[src/hw/rtl/cah_pkg.sv]
// Shared types and constants for the closest-approach hit selector.
// Used by cah_mac, cah_div and closest_approach_hit_select; no dependencies.
package cah_pkg;

  // Field widths of the request and result channels.
  localparam int POS_W    = 32;
  localparam int PLAYER_W = 4;
  localparam int RAD_W    = 16;

  // Internal fixed-point widths.
  localparam int V_W     = 35;   // relative motion per axis
  localparam int S_W     = 33;   // start offset and projectile step per axis
  localparam int E_W     = 52;   // miss vector per axis, Q.16 scaled
  localparam int T_W     = 17;   // perigee time, Q1.16
  localparam int SUM_W   = 70;   // dot products and squared lengths
  localparam int A_W     = 54;   // multiplier A operand
  localparam int B_W     = 56;   // multiplier B operand, split into chunks
  localparam int CHUNK_W = 14;
  localparam int CHUNKS  = B_W / CHUNK_W;
  localparam int P_W     = A_W + CHUNK_W + 1;
  localparam int ACC_W   = 112;

  localparam int PLAYER_SLOTS = 16;
  localparam logic [RAD_W-1:0] HIT_RADIUS_RST = 16'd50;

  // Opcodes of the request channel.
  localparam logic OP_LOAD   = 1'b0;
  localparam logic OP_TARGET = 1'b1;

  // Register index of hit_radius (byte address bit 2 and up).
  localparam logic REG_HIT_RADIUS = 1'b0;

  // Control of the shared multiply-accumulate unit.
  typedef struct packed {
    logic       mul_en;
    logic       acc_clr;
    logic [1:0] sh;
  } mac_ctl_t;

  // Status of the divider.
  typedef struct packed {
    logic busy;
    logic done;
  } div_stat_t;

endpackage

[src/hw/rtl/cah_mac.sv]
// Shared signed multiply-accumulate unit: one 54 x 15 bit partial product per cycle while mul_en is set.
// Depends on cah_pkg.
module cah_mac (
  input  logic                                  clk,
  input  logic                                  rst_n,
  input  cah_pkg::mac_ctl_t                     ctl,
  input  logic signed [cah_pkg::A_W-1:0]        a,
  input  logic signed [cah_pkg::B_W-1:0]        b,
  output logic signed [cah_pkg::ACC_W-1:0]      acc
);
  import cah_pkg::*;

  logic [CHUNK_W-1:0]        chunk;
  logic signed [CHUNK_W:0]   bc;
  logic signed [P_W-1:0]     p_r;
  logic [1:0]                sh_r;
  logic                      pv_r;
  logic signed [ACC_W-1:0]   ext;
  logic signed [ACC_W-1:0]   addend;
  logic signed [ACC_W-1:0]   acc_r;

  // Pick the chunk of B; only the top chunk carries the sign.
  always_comb begin
    chunk = b[ctl.sh*CHUNK_W +: CHUNK_W];
    if (ctl.sh == 2'(CHUNKS-1)) begin
      bc = {chunk[CHUNK_W-1], chunk};
    end else begin
      bc = {1'b0, chunk};
    end
  end

  // Align the registered partial product to its chunk position.
  always_comb begin
    ext = ACC_W'(p_r);
    case (sh_r)
      2'd0:    addend = ext;
      2'd1:    addend = ext <<< CHUNK_W;
      2'd2:    addend = ext <<< (2*CHUNK_W);
      default: addend = ext <<< (3*CHUNK_W);
    endcase
  end

  // Multiply stage, then accumulate stage.
  always_ff @(posedge clk) begin
    if (!rst_n) begin
      pv_r <= 1'b0;
    end else begin
      pv_r <= ctl.mul_en;
    end
    if (ctl.mul_en) begin
      p_r  <= a * bc;
      sh_r <= ctl.sh;
    end
    if (ctl.acc_clr) begin
      acc_r <= '0;
    end else if (pv_r) begin
      acc_r <= acc_r + addend;
    end
  end

  assign acc = acc_r;

endmodule

[config.mk]
export PLATFORM = sky130hd
export DESIGN_NAME = cah_mac
export DESIGN_NICKNAME = d
export VERILOG_FILES = /design/src/hw/rtl/cah_pkg.sv /design/src/hw/rtl/cah_mac.sv
export SDC_FILE = /design/constraint.sdc
export NUM_CORES = 2
export LEC_CHECK = 0
export BUFFER_PORTS_ARGS = -buffer_cell sky130_fd_sc_hd__buf_2
export CORE_ASPECT_RATIO = 0.8
export CORE_MARGIN = 5
export CORE_UTILIZATION = 40
export DETAILED_ROUTE_END_ITERATION = 10
export PLACE_DENSITY_LB_ADDON = 0.05
export REMOVE_ABC_BUFFERS = 1
export SYNTH_ARGS = -nofsm -noshare
export SYNTH_HDL_FRONTEND = slang
export SYNTH_SLANG_ARGS = --single-unit
[constraint.sdc]
create_clock -name clk -period 11.9 [get_ports clk]
set_input_delay 0 -clock clk [delete_from_list [all_inputs] [get_ports clk]]
set_output_delay 0 -clock clk [all_outputs]
set_load 0.02 [all_outputs]
==> results by group <==
Synthesis
  • Cells after Synth: 4852
  • Seq cells post-synth: 184
  • Multiplexer share of the synthesized area: 0.0500
  • Synth area leader: fa_1
  • Main synth FF type: dfxtp_1
  • Post-synth top area share: 0.351
  • Asr flop ratio synth: 0
  • Synth unique cells: 79
  • Avg Inst Size Synth: 8.58 sq um
  • Synth Area in Simple Gates: 0.160
  • Synth area leaders: fa_1 (35%), ha_1 (8.1%), inv_1 (7.3%)
  • Complex-gate fraction of the synthesized area: 0.114
  • Post-synth EDFFs: 71
  • Synth warn: 0
  • Seq/Total Area, Yosys: 0.106
  • Post-synthesis adder-cell area fraction: 0.433
  • XOR/XNOR Fraction of Synth Area: 0.0374
  • Largest family of logic cells by synthesized area: adder cells
  • Post-Syn Area: 41600 sq um

Hold path
  • Hold EP: sh_r[1]
  • Worst hold path type: in2reg
  • Critical hold path startpoint: ctl[3]
  • Hold path depth: 1

Clock network
  • CTS tree: done
  • Post-CTS Hold Fix Bufs: 4
  • CTS Root Cell: clkbuf_16
  • CTS HTree Levels: 4
  • CTS Sinks: 184
  • Worst skew pair latency: 0.51 ns
  • Postcts setup bufs: 0
  • Post-cts sizing count: 0
  • Num CTS Buffers: 17
  • CTS clk-pin slew, worst paths: 0.08 ns
  • Bufs on Longest Clock Path: 2

Cells and area
  • Layout area overhead: 6.23%
  • Commonest cells after routing, fill and taps aside: inv_1 (815), nand2_1 (759), fa_1 (731)
  • Commonest non-fill, non-tap cell in the layout: inv_1
  • N_diodes: 0
  • Final nets: 5952
  • # fillers: 10500
  • Final core occ: 0.429
  • Layout cells sized above 1: 0.0765

Detailed routing
  • Initial DRC Count: 2411
  • Routed length per placed instance: 21.6 microns
  • DRC: 0
  • DRT Wirelength: 135 mm
  • Via count: 33100
  • ANT nets after route: 0
  • Pre-antenna DRT Iters: 7
  • Via density: 5.30

Critical path
  • Slowest-stage cell, CP: mux4_2
  • Req. time, crit path: 12.14 ns
  • Critical path class: in2reg
  • Reg2reg setup slack: 4.88 ns
  • Critical path's top delay family: adder cells
  • R2r worst-path depth: 17
  • Most frequent CP cell: fa_1
  • Kind of start point of the critical path: primary input
  • Reg2reg end: acc[111]
  • WP buf/inv: 6
  • Reg-to-reg startpoint: sh_r[1]
  • CP endpoint kind: flop
  • Max incr delay on CP: 0.70 ns
  • Worst path arrival time: 8.97 ns
  • CP Max Fanout: 38

Floorplanning
  • Core ar.: 103000 sq um
  • Die area: 111000 sq um
  • # IOs: 228
  • Row count: 105
  • Die X: 371 microns
  • Initial core utilization: 0.404
  • Die Height: 299 microns

STA
  • PnR worst setup slack: 3.18 ns
  • Setup_tns: 0 ns
  • Pins Over Slew Limit: 0
  • Max Freq: 0.115 GHz
  • Period utilization: 0.733
  • Final hold vios: 0
  • Tmin final: 8.72 ns
  • RSZ-0062 raised after global routing: false
  • Slew headroom: 0.271
  • Worst-case clock skew: 0.0223 ns
  • Setup violators final: 0
  • Worst-Margin Slew: 1.09 ns

Placed design
  • Port Buffers: 227
  • Dpl hpwl: 109 mm
  • Final GP Congestion: 0.952
  • Placement Setup Slack: 3.26 ns

Global routing
  • Initial antenna violation count: 1
  • Total track usage: 0.245
  • Number of global-route vias before repair: 34200
  • Global-route wire length before repair: 211 mm
  • Largest net degree at the start of global routing: 73
  • GRT overflow: 0

Run status
  • Status: complete, no violations

Flow run
  • Max Cap Viol: 0
==> sequential cells by signal, summed over array words and instances, names as in the netlist <==
name and count:
acc 112, p_r 69, sh_r 2, pv_r 1
==> metrics by stage <==
stage / hold WS (ns) / instances / area, sq um
detailed placement: 0.307 / 6203 / 43600
global route: 0.115 / 6239 / 44200
floorplan: 0.0724 / 4561 / 40500
global placement: 0.311 / 6203 / 43600
finish: 0.131 / 6239 / 44200
CTS: 0.0969 / 6239 / 44200
==> worst max-delay path by stage <==
stage	from	depth (start not counted)	slack, ns	to
after floorplan	b[55]	24	4.69	p_r[38]
after global placement	ctl[0]	26	3.41	p_r[66]
after detailed placement	ctl[0]	26	3.26	p_r[62]
after CTS	ctl[0]	27	3.25	p_r[62]
after global routing	ctl[0]	27	2.56	p_r[62]
final	ctl[0]	27	3.18	p_r[62]
==> area by class of cell <==
type	count	area [sq um]	share of cell area
multi-input combinational	3562	33100	0.748
timing repair buffer	255	1360	0.0308
clock inverter	15	165	0.00373
inverter	815	3060	0.0692
clock buffer	17	425	0.00962
sequential	184	4400	0.0994
tap	1391	1740	0.0393
==> synthesized netlist by cell type (72+ instances only) <==
library cell / n
xnor2_1: 106
o21ai_0: 151
dfxtp_1: 113
xor2_1: 72
inv_1: 815
a21o_1: 92
clkbuf_1: 264
nand2_1: 759
a21oi_1: 257
mux2i_1: 118
ha_1: 270
and2_1: 217
fa_1: 731
nor2_1: 249
==> cell families (layout without fill, tap and decap cells) <==
group,count (synthesis),in the layout
multiplexers,159,159
AO/OA/AOI/OAI,752,752
flip-flops,184,184
XOR/XNOR,178,178
adder cells (fa/ha/maj),1001,1001
buffers and inverters,1106,1102
AND/OR/NAND/NOR,1472,1472
==> routing by layer <==
layer	up-vias	global-route usage	part of all wire
met5	-	0	0
met4	0	0.0470	0.017
met3	115	0.0289	0.055
met2	911	0.378	0.44
met1	16700	0.372	0.48
li1	15400	-	-
Power is not shown: default switching activity piles up to over one toggle a cycle in this logic, so the estimate is an artifact.
