<file path="src/hw/rtl/cah_pkg.sv">
// Shared types and constants for the closest-approach hit selector.
// Used by cah_mac, cah_div and closest_approach_hit_select; no dependencies.
package cah_pkg;

  // Field widths of the request and result channels.
  localparam int POS_W    = 32;
  localparam int PLAYER_W = 4;
  localparam int RAD_W    = 16;

  // Internal fixed-point widths.
  localparam int V_W     = 35;   // relative motion per axis
  localparam int S_W     = 33;   // start offset and projectile step per axis
  localparam int E_W     = 52;   // miss vector per axis, Q.16 scaled
  localparam int T_W     = 17;   // perigee time, Q1.16
  localparam int SUM_W   = 70;   // dot products and squared lengths
  localparam int A_W     = 54;   // multiplier A operand
  localparam int B_W     = 56;   // multiplier B operand, split into chunks
  localparam int CHUNK_W = 14;
  localparam int CHUNKS  = B_W / CHUNK_W;
  localparam int P_W     = A_W + CHUNK_W + 1;
  localparam int ACC_W   = 112;

  localparam int PLAYER_SLOTS = 16;
  localparam logic [RAD_W-1:0] HIT_RADIUS_RST = 16'd50;

  // Opcodes of the request channel.
  localparam logic OP_LOAD   = 1'b0;
  localparam logic OP_TARGET = 1'b1;

  // Register index of hit_radius (byte address bit 2 and up).
  localparam logic REG_HIT_RADIUS = 1'b0;

  // Control of the shared multiply-accumulate unit.
  typedef struct packed {
    logic       mul_en;
    logic       acc_clr;
    logic [1:0] sh;
  } mac_ctl_t;

  // Status of the divider.
  typedef struct packed {
    logic busy;
    logic done;
  } div_stat_t;

endpackage

</file>
<file path="src/hw/rtl/cah_div.sv">
// Restoring divider for the perigee time: floor(num * 65536 / den), one bit per cycle.
// Depends on cah_pkg.
module cah_div (
  input  logic                            clk,
  input  logic                            rst_n,
  input  logic                            start,
  input  logic [cah_pkg::SUM_W-1:0]       num,
  input  logic [cah_pkg::SUM_W-1:0]       den,
  output logic [cah_pkg::T_W-1:0]         q,
  output cah_pkg::div_stat_t              stat
);
  import cah_pkg::*;

  logic [SUM_W-1:0] r_r;
  logic [SUM_W-1:0] den_r;
  logic [T_W-1:0]   q_r;
  logic [4:0]       cnt_r;
  logic             busy_r;
  logic             done_r;
  logic [SUM_W-1:0] trial;
  logic             ge;
  logic [4:0]       bit_idx;

  // The first step tests the integer bit without shifting.
  always_comb begin
    if (cnt_r == 5'd0) begin
      trial = r_r;
    end else begin
      trial = {r_r[SUM_W-2:0], 1'b0};
    end
    ge      = (trial >= den_r);
    bit_idx = 5'(T_W-1) - cnt_r;
  end

  always_ff @(posedge clk) begin
    if (!rst_n) begin
      busy_r <= 1'b0;
      done_r <= 1'b0;
      cnt_r  <= '0;
    end else begin
      // Done pulses for one cycle after the last quotient bit.
      done_r <= !start && busy_r && (cnt_r == 5'(T_W-1));
      if (start) begin
        r_r    <= num;
        den_r  <= den;
        q_r    <= '0;
        cnt_r  <= '0;
        busy_r <= 1'b1;
      end else if (busy_r) begin
        if (ge) begin
          r_r          <= trial - den_r;
          q_r[bit_idx] <= 1'b1;
        end else begin
          r_r <= trial;
        end
        if (cnt_r == 5'(T_W-1)) begin
          busy_r <= 1'b0;
        end else begin
          cnt_r <= cnt_r + 5'd1;
        end
      end
    end
  end

  assign q         = q_r;
  assign stat.busy = busy_r;
  assign stat.done = done_r;

endmodule

</file>
<file path="config.mk">
export PLATFORM = sky130hd
export DESIGN_NAME = cah_div
export DESIGN_NICKNAME = d
export VERILOG_FILES = /design/src/hw/rtl/cah_pkg.sv /design/src/hw/rtl/cah_div.sv
export SDC_FILE = /design/constraint.sdc
export NUM_CORES = 1
export LEC_CHECK = 0
export ABC_CLOCK_PERIOD_IN_PS = 6400
export BUFFER_PORTS_ARGS = -buffer_cell sky130_fd_sc_hd__buf_2
export CAP_MARGIN = 10
export CORE_ASPECT_RATIO = 0.8
export CORE_UTILIZATION = 25
export DETAILED_ROUTE_END_ITERATION = 10
export GPL_TIMING_DRIVEN = 0
export PLACE_DENSITY = 0.5
export SLEW_MARGIN = 20
export SYNTH_ARGS = -nofsm -noshare
export SYNTH_HDL_FRONTEND = slang
export SYNTH_SLANG_ARGS = --single-unit
</file>
<file path="constraint.sdc">
create_clock -name clk -period 6.4 [get_ports clk]
set_input_delay 0.32 -clock clk [delete_from_list [all_inputs] [get_ports clk]]
set_output_delay 0.32 -clock clk [all_outputs]
set_load 0.02 [all_outputs]
</file>
==> flow_summary_export.csv, run 1 <==
group,metric,value,unit
logic_synthesis,ys_warn_count,0,
clock_tree,clk_latency,0.48,ns
global_routing,grt_max_degree,43,
critical_path,path_class,"reg2reg",
timing,finalHoldViolations,0,
placement,dp_hpwl,34200,um
logic_synthesis,synth-main-ff-cell,"edfxtp_1",
floorplanning,die-area,51000,um2
timing,tns,0,ns
timing,maxSlewHeadroom,32.3,%
power,ir_drop,0.252,mV
timing,skew,0.0203,ns
logic_synthesis,syn_inst,1343,
routing,remaining_drc_errors,0,
job,drv_cap,0,
timing,min_period,6.08,ns
timing,fin_ws,0.318,ns
global_routing,antenna_found_initial,0,
cells_and_area,areaGrowthSynthToFinish,22.8,%
logic_synthesis,syn-cell-area,12500,um2
clock_tree,clkSlewWorstSetupHoldPaths,0.07,ns
clock_tree,cts_sinks,164,
clock_tree,numCtsBuffers,17,
cells_and_area,fillers,5224,
logic_synthesis,synth_nets,1563,
cells_and_area,nNetsFinal,1796,
critical_path,cp-start-kind,"flop",
clock_tree,root_buffer,"clkbuf_16",
routing,vias_per_cell,4.93,
placement,place.gp.congestion,0.928,
worst_hold_path,holdCritPathClass,"in2reg",
clock_tree,cts_tree,"yes",
routing,drtAntennaViolNets,0,
routing,wl_per_cell,19.7,um
logic_synthesis,synth_area_per_cell,9.32,um2
floorplanning,die_x,252,um
timing,period_share,95.0,%
cells_and_area,antenna_cells,0,
critical_path,worst_ep_required_time,6.59,ns
critical_path,cp_slowest_stage_delay,0.57,ns
timing,rsz0062_at_grt,"no",
critical_path,crit_path_max_fanout,10,
critical_path,crit_slowest_cell,"clkbuf_2",
floorplanning,die_h,202,um
outcome,status,"completed",
logic_synthesis,ys_types,80,
cells_and_area,multiInputGateArea,6720,um2
logic_synthesis,synth-async-reset-ratio,0,%
power,p_per_area,267,nW/um2
critical_path,path_cells,"inv_1 -> ha_1 -> clkbuf_1 -> nand2b_1 -> nor2_1 -> ha_2 -> clkbuf_2 -> mux2_2 -> fa_1 -> a21oi_1 -> o211ai_2 -> o21ai_2 -> o221ai_2 -> a31oi_2 -> a21oi_2 -> a21oi_4 -> buf_4 -> buf_4 -> nor2_1 -> a21oi_1 -> o21ai_1",
global_routing,overflow,0,
routing,detail_route.iter0.violations,863,
global_routing,grt_pass1_vias,10800,
placement,port_buffers,161,
power,p_total,4.10,mW
timing,max_freq,164,MHz
floorplanning,ios,162,
timing,tightest_slew,1.02,ns
routing,dr.pass1.iters,5,
global_routing,grt_use_total,17.6,%
critical_path,crit_family,"compound AO/OA/AOI/OAI gates",
logic_synthesis,yosysSeqAreaShare,38.8,%
timing,maxSlewViolCount,0,
routing,drt-total-wl,44400,um
clock_tree,htreeDepth,4,
logic_synthesis,synth-seq-cells,164,
critical_path,critPathBufInv,5,
cells_and_area,drive_above_1_share,22.4,%
timing,setup_viol,0,
logic_synthesis,synth_edf_count,157,
routing,via_count,11100,
global_routing,grt_first_pass_wirelength,66700,um
clock_tree,clockBufferDepth,2,
critical_path,arrival,6.27,ns
floorplanning,coreArea,48900,um2
floorplanning,num_rows,72,
placement,post-place-ws,-0.844,ns
critical_path,critPathCaptureType,"flop",
floorplanning,start_util,25.6,%
power,power.leakage,6.22,nW
cells_and_area,regArea,4850,um2
## what timing repair did
| item | in CTS | in global routing |
|---|---|---|
| buffers inserted | 0 | 0 |
| pin swaps | 0 | 0 |
| endpoints found under the setup margin | 87 | 77 |
| hold buffers | 52 | 0 |
| gates cloned | 0 | 0 |
| gates resized for setup | 6 | 6 |
| endpoints found under the hold margin | 52 | 0 |
## cell families (layout without fill, tap and decap cells)
kind of cell    Yosys count  count (layout)  share of synthesized area [%]
mux                      80              80                           7.16
flops                   164             164                           38.8
buf+inv                 208             454                           7.66
xor+xnor                 69              69                           4.83
simple gates            331             331                           12.5
fa+ha+maj                77              77                           7.76
compound gates          414             414                           21.3
## synth_stat cells (12+ instances only)
| master | number | area [um2] |
|---|---|---|
| a211oi_1 | 28 | 210 |
| a21o_1 | 24 | 180 |
| a21oi_1 | 149 | 746 |
| buf_2 | 22 | 110 |
| clkbuf_1 | 32 | 120 |
| edfxtp_1 | 157 | 4710 |
| ha_1 | 76 | 951 |
| inv_1 | 127 | 477 |
| mux2_2 | 76 | 856 |
| nand2_1 | 105 | 394 |
| nand3_1 | 13 | 65.1 |
| nand4_1 | 36 | 225 |
| nor2_1 | 108 | 405 |
| nor3_1 | 16 | 80.1 |
| o211ai_1 | 12 | 90.1 |
| o21a_1 | 29 | 218 |
| o21ai_0 | 65 | 325 |
| o21ai_1 | 12 | 60.1 |
| o21bai_1 | 19 | 143 |
| xnor2_1 | 51 | 447 |
| xor2_1 | 18 | 158 |
## layer usage
metal / vias up / GRT usage [%] / share of wire, %
li1: 5355 / - / -
met4: 0 / 4.33 / 1.3
met1: 5326 / 26.1 / 49
met2: 411 / 26.4 / 43
met3: 33 / 2.90 / 6.6
met5: - / 0 / 0
## sequential cells by signal, indices dropped and copies added (netlist names)
name    flops
cnt_r       5
busy_r      1
q          17
den_r      70
done_r      1
r_r        70
## path summary, 6_finish.rpt
path,start,depth (start not counted),slack [ns],end
worst max-delay path,cnt_r[0],21,0.32,r_r[27]
worst min-delay path,den[33],1,0.03,den_r[33]
worst max register to register,cnt_r[0],21,0.32,r_r[27]
worst min register to register,busy_r,2,0.49,done_r
## final cells by class
| cell class | instances | area share (%) |
|---|---|---|
| clock inverters | 14 | 1.23 |
| inverters | 127 | 3.10 |
| repair buffers | 216 | 9.01 |
| clock buffers | 18 | 2.79 |
| well taps | 666 | 5.42 |
| plain buffers | 79 | 3.14 |
| flip-flops and latches | 164 | 31.6 |
| multi-input cells | 971 | 43.7 |
## power breakdown
| part | leakage, nW | total, mW | internal, mW | switching (mW) |
|---|---|---|---|---|
| clock | 0.301 | 1.15 | 0.627 | 0.519 |
| combinational | 4.38 | 1.61 | 0.638 | 0.976 |
| sequential | 1.54 | 1.34 | 1.30 | 0.0412 |
## cell usage in the layout (no fill, tap or decap), types with 8 or more instances in the layout
master,count
inv_1,127
o21ai_0,65
ha_1,75
mux2_2,76
a21o_1,24
o21bai_1,19
a21oi_1,149
nand2_1,105
buf_2,183
clkbuf_16,17
o21ai_1,12
nor3_1,16
dlygate4sd3_1,52
o21a_1,28
o211ai_1,12
and3_1,10
a221o_1,9
xnor2_1,51
nand4_1,36
edfxtp_1,157
nor2b_1,8
a211oi_1,28
buf_4,10
xor2_1,18
nand3_1,13
clkbuf_1,27
a31oi_1,8
nor2_1,108
## through the flow
stage / cells / cell area (um2) / hold slack (ns) / util [%]
floorplan: 1343 / 12500 / 0.419 / -
global placement: 2170 / 14200 / 0.462 / 28.9
detailed placement: 2173 / 14200 / 0.479 / 29.1
CTS: 2256 / 15400 / 0.000498 / 31.4
global route: 2255 / 15400 / 0.00540 / 31.4
finish: 2255 / 15400 / 0.0294 / 31.4
Power figures use the tool's default switching activity.
==> inputs of run 2 (changes only) <==
- ABC_AREA: not set -> 1
==> run 2 against run 1 <==
- flip-flop and latch count is the same
- via count grew 36%
- total power grew 17%
- non-clock buffer count grew 1
- sequential share of layout area shrank 4.2 points
- cell count grew 43%
- setup slack gained 0.14 ns
- die area grew 16%
- critical path type unchanged
- largest cell class unchanged
==> flow_summary_export.csv, run 2 <==
group,metric,value,unit
timing,tightest_slew,1.12,ns
logic_synthesis,synth-async-reset-ratio,0,%
cells_and_area,fillers,6418,
timing,maxSlewHeadroom,25.5,%
critical_path,crit_path_max_fanout,17,
routing,remaining_drc_errors,0,
routing,drtAntennaViolNets,0,
cells_and_area,final_common_cell,"nand2_1",
timing,max_freq,168,MHz
timing,setup_viol,0,
global_routing,grt_first_pass_wirelength,92300,um
power,p_total,4.79,mW
logic_synthesis,yosysTopAreaCellShare,32.6,%
clock_tree,clkSlewWorstSetupHoldPaths,0.08,ns
logic_synthesis,syn-cell-area,14500,um2
clock_tree,root_buffer,"clkbuf_16",
global_routing,antenna_found_initial,3,
critical_path,crit_family,"buffers and inverters",
job,drv_cap,0,
timing,skew,0.0142,ns
timing,min_period,5.94,ns
critical_path,arrival,6.09,ns
logic_synthesis,ys_top_cells_by_count,"nand2_1 (721), inv_1 (438), nor2_1 (183), nand3_1 (175), edfxtp_1 (157)",
logic_synthesis,synth_top_family_by_area,"simple AND/OR/NAND/NOR gates",
placement,place.gp.congestion,0.993,
cells_and_area,nNetsFinal,2682,
clock_tree,numCtsBuffers,17,
logic_synthesis,synth_area_leader_cell,"edfxtp_1",
global_routing,grt_max_degree,39,
placement,post-place-ws,-0.414,ns
critical_path,worst_ep_required_time,6.55,ns
floorplanning,die_x,271,um
critical_path,path_cells,"inv_1 -> ha_1 -> inv_1 -> nor2_1 -> inv_1 -> nor2_1 -> ha_1 -> clkbuf_2 -> clkdlybuf4s15_2 -> a21oi_1 -> ha_1 -> nand2_1 -> nor2_1 -> nand2_1 -> nor2_1 -> nand2_1 -> inv_2 -> nand3_1 -> nand3_2 -> nor2_4 -> nand2_4 -> buf_12 -> o21ai_0 -> inv_2",
critical_path,cp_slowest_stage_delay,0.56,ns
logic_synthesis,synthTopCellsByArea,"edfxtp_1 (33%), nand2_1 (19%), inv_1 (11%)",
placement,placed_area,16300,um2
logic_synthesis,synthAdderAreaFrac,6.71,%
floorplanning,die-area,58900,um2
critical_path,crit_slowest_cell,"clkdlybuf4s15_2",
routing,wl_per_cell,19.4,um
timing,hold_slack,0.118,ns
global_routing,overflow,0,
logic_synthesis,ys_types,36,
timing,maxSlewViolCount,0,
logic_synthesis,ys_warn_count,0,
outcome,status,"completed",
logic_synthesis,synth_nets,2430,
floorplanning,die_h,217,um
timing,finalHoldViolations,0,
critical_path,critPathCaptureType,"flop",
critical_path,path_class,"reg2reg",
floorplanning,num_rows,78,
logic_synthesis,synth-xor-area-share,2.42,%
clock_tree,clk_latency,0.50,ns
floorplanning,coreArea,57000,um2
timing,tns,0,ns
timing,rsz0062_at_grt,"no",
logic_synthesis,synth_mux_area_share,0.233,%
logic_synthesis,yosys.area_share.simple,36.4,%
power,power.leakage,9.06,nW
critical_path,critPathBufInv,8,
global_routing,grt_pass1_vias,14700,
cells_and_area,layout.cells.non_filler,3235,
power,ir_drop,0.202,mV
cells_and_area,layout_common_cells,"nand2_1 (721), inv_1 (436), nor2_1 (183)",
logic_synthesis,post-synth-top-count-cell,"nand2_1",
cells_and_area,antenna_cells,0,
logic_synthesis,synth_compound_area_share,7.09,%
logic_synthesis,yosysSeqAreaShare,33.5,%
global_routing,grt_use_total,21.5,%
critical_path,path_common_cell,"nor2_1",
logic_synthesis,synth-seq-cells,164,
routing,detail_route.iter0.violations,1579,
cells_and_area,areaGrowthSynthToFinish,22.3,%
logic_synthesis,synth_area_per_cell,6.55,um2
routing,vias_per_cell,4.68,
floorplanning,start_util,25.4,%
logic_synthesis,syn_inst,2210,
logic_synthesis,synth-main-ff-cell,"edfxtp_1",
floorplanning,ios,162,
clock_tree,htreeDepth,4,
placement,dp_hpwl,52000,um
clock_tree,clockBufferDepth,2,
cells_and_area,final_util,31.1,%
cells_and_area,fin_area,17700,um2
clock_tree,cts_sinks,164,
placement,port_buffers,160,
critical_path,cp-start-kind,"flop",
timing,period_share,92.8,%
worst_hold_path,holdCritPathClass,"in2reg",
routing,dr.pass1.iters,6,
routing,drt-total-wl,62800,um
cells_and_area,drive_above_1_share,11.2,%
timing,fin_ws,0.461,ns
clock_tree,cts_tree,"yes",
logic_synthesis,synth_edf_count,157,
power,p_per_area,271,nW/um2
routing,via_count,15100,
placement,dp.cells,3134,
[run 2: changes by cell type after synthesis, sizes merged, moves of 39 or more]
cell	change
xnor2	-51
nand4	+39
mux2	-73
nand3	+185
inv	+314
nand2	+622
nor2	+83
[run 2: final timing paths]
path / startpoint / to / slack [ns] / depth (start not counted)
setup / recovery: cnt_r[0] / q[4] / 0.46 / 24
setup reg to reg: cnt_r[0] / q[4] / 0.46 / 24
hold / removal: num[59] / r_r[59] / 0.12 / 3
hold reg to reg: busy_r / done_r / 0.46 / 2
[run 2: timing repair]
action	in CTS	in global routing
endpoints found under the setup margin	87	22
buffers inserted	0	0
hold buffers	70	0
resized for setup	6	7
hold endpoints to repair	70	0
[run 2: cells by family (layout without fill, tap and decap cells)]
| logic type | count (synthesis) | after routing |
|---|---|---|
| compound gates | 198 | 198 |
| xor+xnor | 40 | 40 |
| fa+ha+maj | 77 | 77 |
| buf+inv | 505 | 770 |
| flops | 164 | 164 |
| mux | 3 | 3 |
| simple gates | 1223 | 1223 |
[run 2: worst register-to-register path, stage by stage (launching register included)]
cell             delay [ns]
dfxtp_1                0.35
inv_1                  0.13
ha_1                   0.25
inv_1                  0.05
nor2_1                 0.20
inv_1                  0.12
nor2_1                 0.14
ha_1                   0.47
clkbuf_2               0.50
clkdlybuf4s15_2        0.56
a21oi_1                0.17
ha_1                   0.55
nand2_1                0.14
nor2_1                 0.17
nand2_1                0.12
nor2_1                 0.28
nand2_1                0.11
inv_2                  0.07
nand3_1                0.17
nand3_2                0.14
nor2_4                 0.11
nand2_4                0.17
buf_12                 0.17
o21ai_0                0.11
inv_2                  0.35
[run 2: report_power, final]
group	leakage (nW)	total, mW	switching, mW	internal (mW)
Combinational	7.20	2.26	1.58	0.681
Clock	0.301	1.18	0.484	0.692
Sequential	1.55	1.35	0.0383	1.32
[run 2: final cells by class]
type                            count  area (um2)  area share, %
Tap cell                          760         951           5.37
Inverter                          442        1660           9.38
Buffer                             62         329           1.86
Timing Repair Buffer              234        1600           9.06
Clock buffer                       20         437           2.47
Clock inverter                     12         204           1.15
Sequential cell                   164        4850           27.4
Multi-Input combinational cell   1541        7670           43.3
[run 2: per-layer routing]
layer / vias up / routed length [um] / global-route usage, %
li1: 7502 / - / -
met1: 7057 / 31200 / 31.6
met2: 514 / 25100 / 30.6
met3: 58 / 4850 / 4.65
met4: 0 / 1580 / 7.01
met5: - / 0 / 0
==> inputs of run 3 (changes only) <==
- REMOVE_ABC_BUFFERS: not set -> 1
==> run 3 against run 2 <==
- highest routed layer is now met5
- clock power shrank 10%
- largest cell class unchanged
- flip-flop and latch count is the same
- critical path type unchanged
- total power shrank 5.0%
- critical endpoint is now q[9]
==> flow_summary_export.csv, run 3 (synthesis gave the netlist of run 2 again) <==
group,metric,value,unit
outcome,status,"completed",
worst_hold_path,hold_end,"r_r[47]",
worst_hold_path,hold_depth,3,
placement,placed_area,16200,um2
global_routing,antenna_found_initial,2,
cells_and_area,areaGrowthSynthToFinish,21.0,%
critical_path,arrival,5.98,ns
cells_and_area,regArea,4850,um2
critical_path,critPathCaptureType,"flop",
cells_and_area,layout_common_cells,"nand2_1 (721), inv_1 (436), nor2_1 (183)",
cells_and_area,fillers,6412,
placement,place.gp.congestion,0.919,
global_routing,grt_use_total,18.6,%
critical_path,path_cells,"inv_1 -> ha_1 -> inv_1 -> nor2_1 -> inv_1 -> nor2_1 -> ha_4 -> buf_16 -> mux2_2 -> ha_1 -> nand2_1 -> nor2_1 -> nand2_1 -> nor3_1 -> nand3_1 -> nand3_2 -> nor2_4 -> buf_12 -> nand2_8 -> o21ai_0 -> inv_2",
job,drv_cap,0,
global_routing,overflow,0,
timing,rsz0062_at_grt,"no",
critical_path,crit_path_max_fanout,76,
global_routing,grt_pass1_vias,14100,
clock_tree,numCtsBuffers,17,
cells_and_area,layout.cells.non_filler,3181,
timing,min_period,5.83,ns
timing,setup_viol,0,
placement,dp_hpwl,43300,um
power,p_total,4.55,mW
placement,dp.cells,3077,
cells_and_area,final_common_cell,"nand2_1",
floorplanning,die_x,271,um
critical_path,crit_slowest_cell,"ha_4",
clock_tree,clockBufferDepth,2,
routing,drt-total-wl,54000,um
timing,max_freq,172,MHz
floorplanning,coreArea,57000,um2
floorplanning,die_h,217,um
floorplanning,num_rows,78,
power,ir_drop,0.208,mV
routing,drtAntennaViolNets,0,
timing,maxSlewHeadroom,49.6,%
critical_path,cp-start-kind,"flop",
critical_path,r2r_cells,21,
power,p_per_area,260,nW/um2
critical_path,ff2ff_setup_slack,0.57,ns
clock_tree,root_buffer,"clkbuf_16",
critical_path,reg2reg_to,"q[9]",
clock_tree,cts_tree,"yes",
global_routing,grt_first_pass_wirelength,83200,um
cells_and_area,antenna_cells,0,
global_routing,grt_max_degree,79,
worst_hold_path,hold_start,"num[47]",
worst_hold_path,holdCritPathClass,"in2reg",
routing,vias_per_cell,4.61,
critical_path,worst_ep_required_time,6.56,ns
cells_and_area,fin_area,17500,um2
clock_tree,clkSlewWorstSetupHoldPaths,0.08,ns
routing,wl_per_cell,17.0,um
routing,remaining_drc_errors,0,
timing,fin_ws,0.575,ns
floorplanning,start_util,25.4,%
critical_path,path_class,"reg2reg",
timing,period_share,91.0,%
critical_path,cp_slowest_stage_delay,0.48,ns
timing,skew,0.0250,ns
critical_path,r2r_start,"cnt_r[1]",
routing,detail_route.iter0.violations,1153,
power,power.leakage,8.95,nW
placement,port_buffers,161,
placement,post-place-ws,-0.408,ns
cells_and_area,drive_above_1_share,10.6,%
floorplanning,die-area,58900,um2
clock_tree,cts_sinks,164,
routing,via_count,14700,
timing,tightest_slew,0.754,ns
cells_and_area,multiInputGateArea,7710,um2
clock_tree,htreeDepth,4,
timing,maxSlewViolCount,0,
floorplanning,ios,162,
routing,dr.pass1.iters,5,
clock_tree,clk_latency,0.50,ns
timing,finalHoldViolations,0,
cells_and_area,nNetsFinal,2628,
==> run 3: cell type report <==
cell class | count | area share [%]
multi-input combinational | 1542 | 44.0
sequential | 164 | 27.7
timing repair buffer | 241 | 9.97
inverter | 442 | 9.51
tap | 760 | 5.43
clock buffer | 18 | 2.51
clock inverter | 14 | 0.864
==> run 3: where the power goes <==
| part | internal, mW | total, mW | switching, mW | leakage (nW) |
|---|---|---|---|---|
| registers | 1.32 | 1.35 | 0.0371 | 1.55 |
| clock network | 0.531 | 1.06 | 0.531 | 0.287 |
| logic | 0.663 | 2.14 | 1.47 | 7.11 |
==> run 3: per-layer routing <==
metal | vias up | wire length (um) | track usage [%]
met3 | 25 | 2610 | 2.78
met1 | 6885 | 28700 | 28.4
li1 | 7397 | - | -
met2 | 342 | 22200 | 27.2
met5 | - | 17 | 0
met4 | 2 | 521 | 4.16
==> run 3: worst max path at each step <==
| stage | start | cells after the start | end |
|---|---|---|---|
| 2_1_floorplan | start | 4 | q[0] |
| 3_3_place_gp | start | 5 | q[4] |
| 3_5_place_dp | cnt_r[1] | 22 | q[5] |
| 4_1_cts | cnt_r[1] | 22 | q[11] |
| 5_1_grt | cnt_r[1] | 21 | q[9] |
| 6_report | cnt_r[1] | 21 | q[9] |
==> run 3: what timing repair did <==
| action | in CTS | in global routing |
|---|---|---|
| hold endpoints to repair | 70 | 0 |
| cloned | 1 | 0 |
| hold buffers | 70 | 0 |
| setup endpoints to repair | 17 | 18 |
| pin swaps | 1 | 1 |
| buffers inserted | 0 | 1 |
| gates resized for setup | 1 | 2 |
==> run 3: worst max-delay path: cells and delay by family (launching register included) <==
family	cells	cell delay (ns)
AOI/OAI and AO/OA	1	0.15
and+or+nand+nor	10	2.23
muxes	1	0.39
DFF	1	0.35
adders and majority gates	3	1.06
buffers and inverters	6	1.18
==> run 3: per-stage QoR <==
step	hold WS, ns	TNS, ns	util (%)
after global placement	0.458	-1028.89	27.9
after detailed placement	0.450	-6.92	28.4
after global routing	0.0993	0	30.7
after floorplan	0.419	-176.59	-
after CTS	0.0615	0	30.7
final	0.121	0	30.7
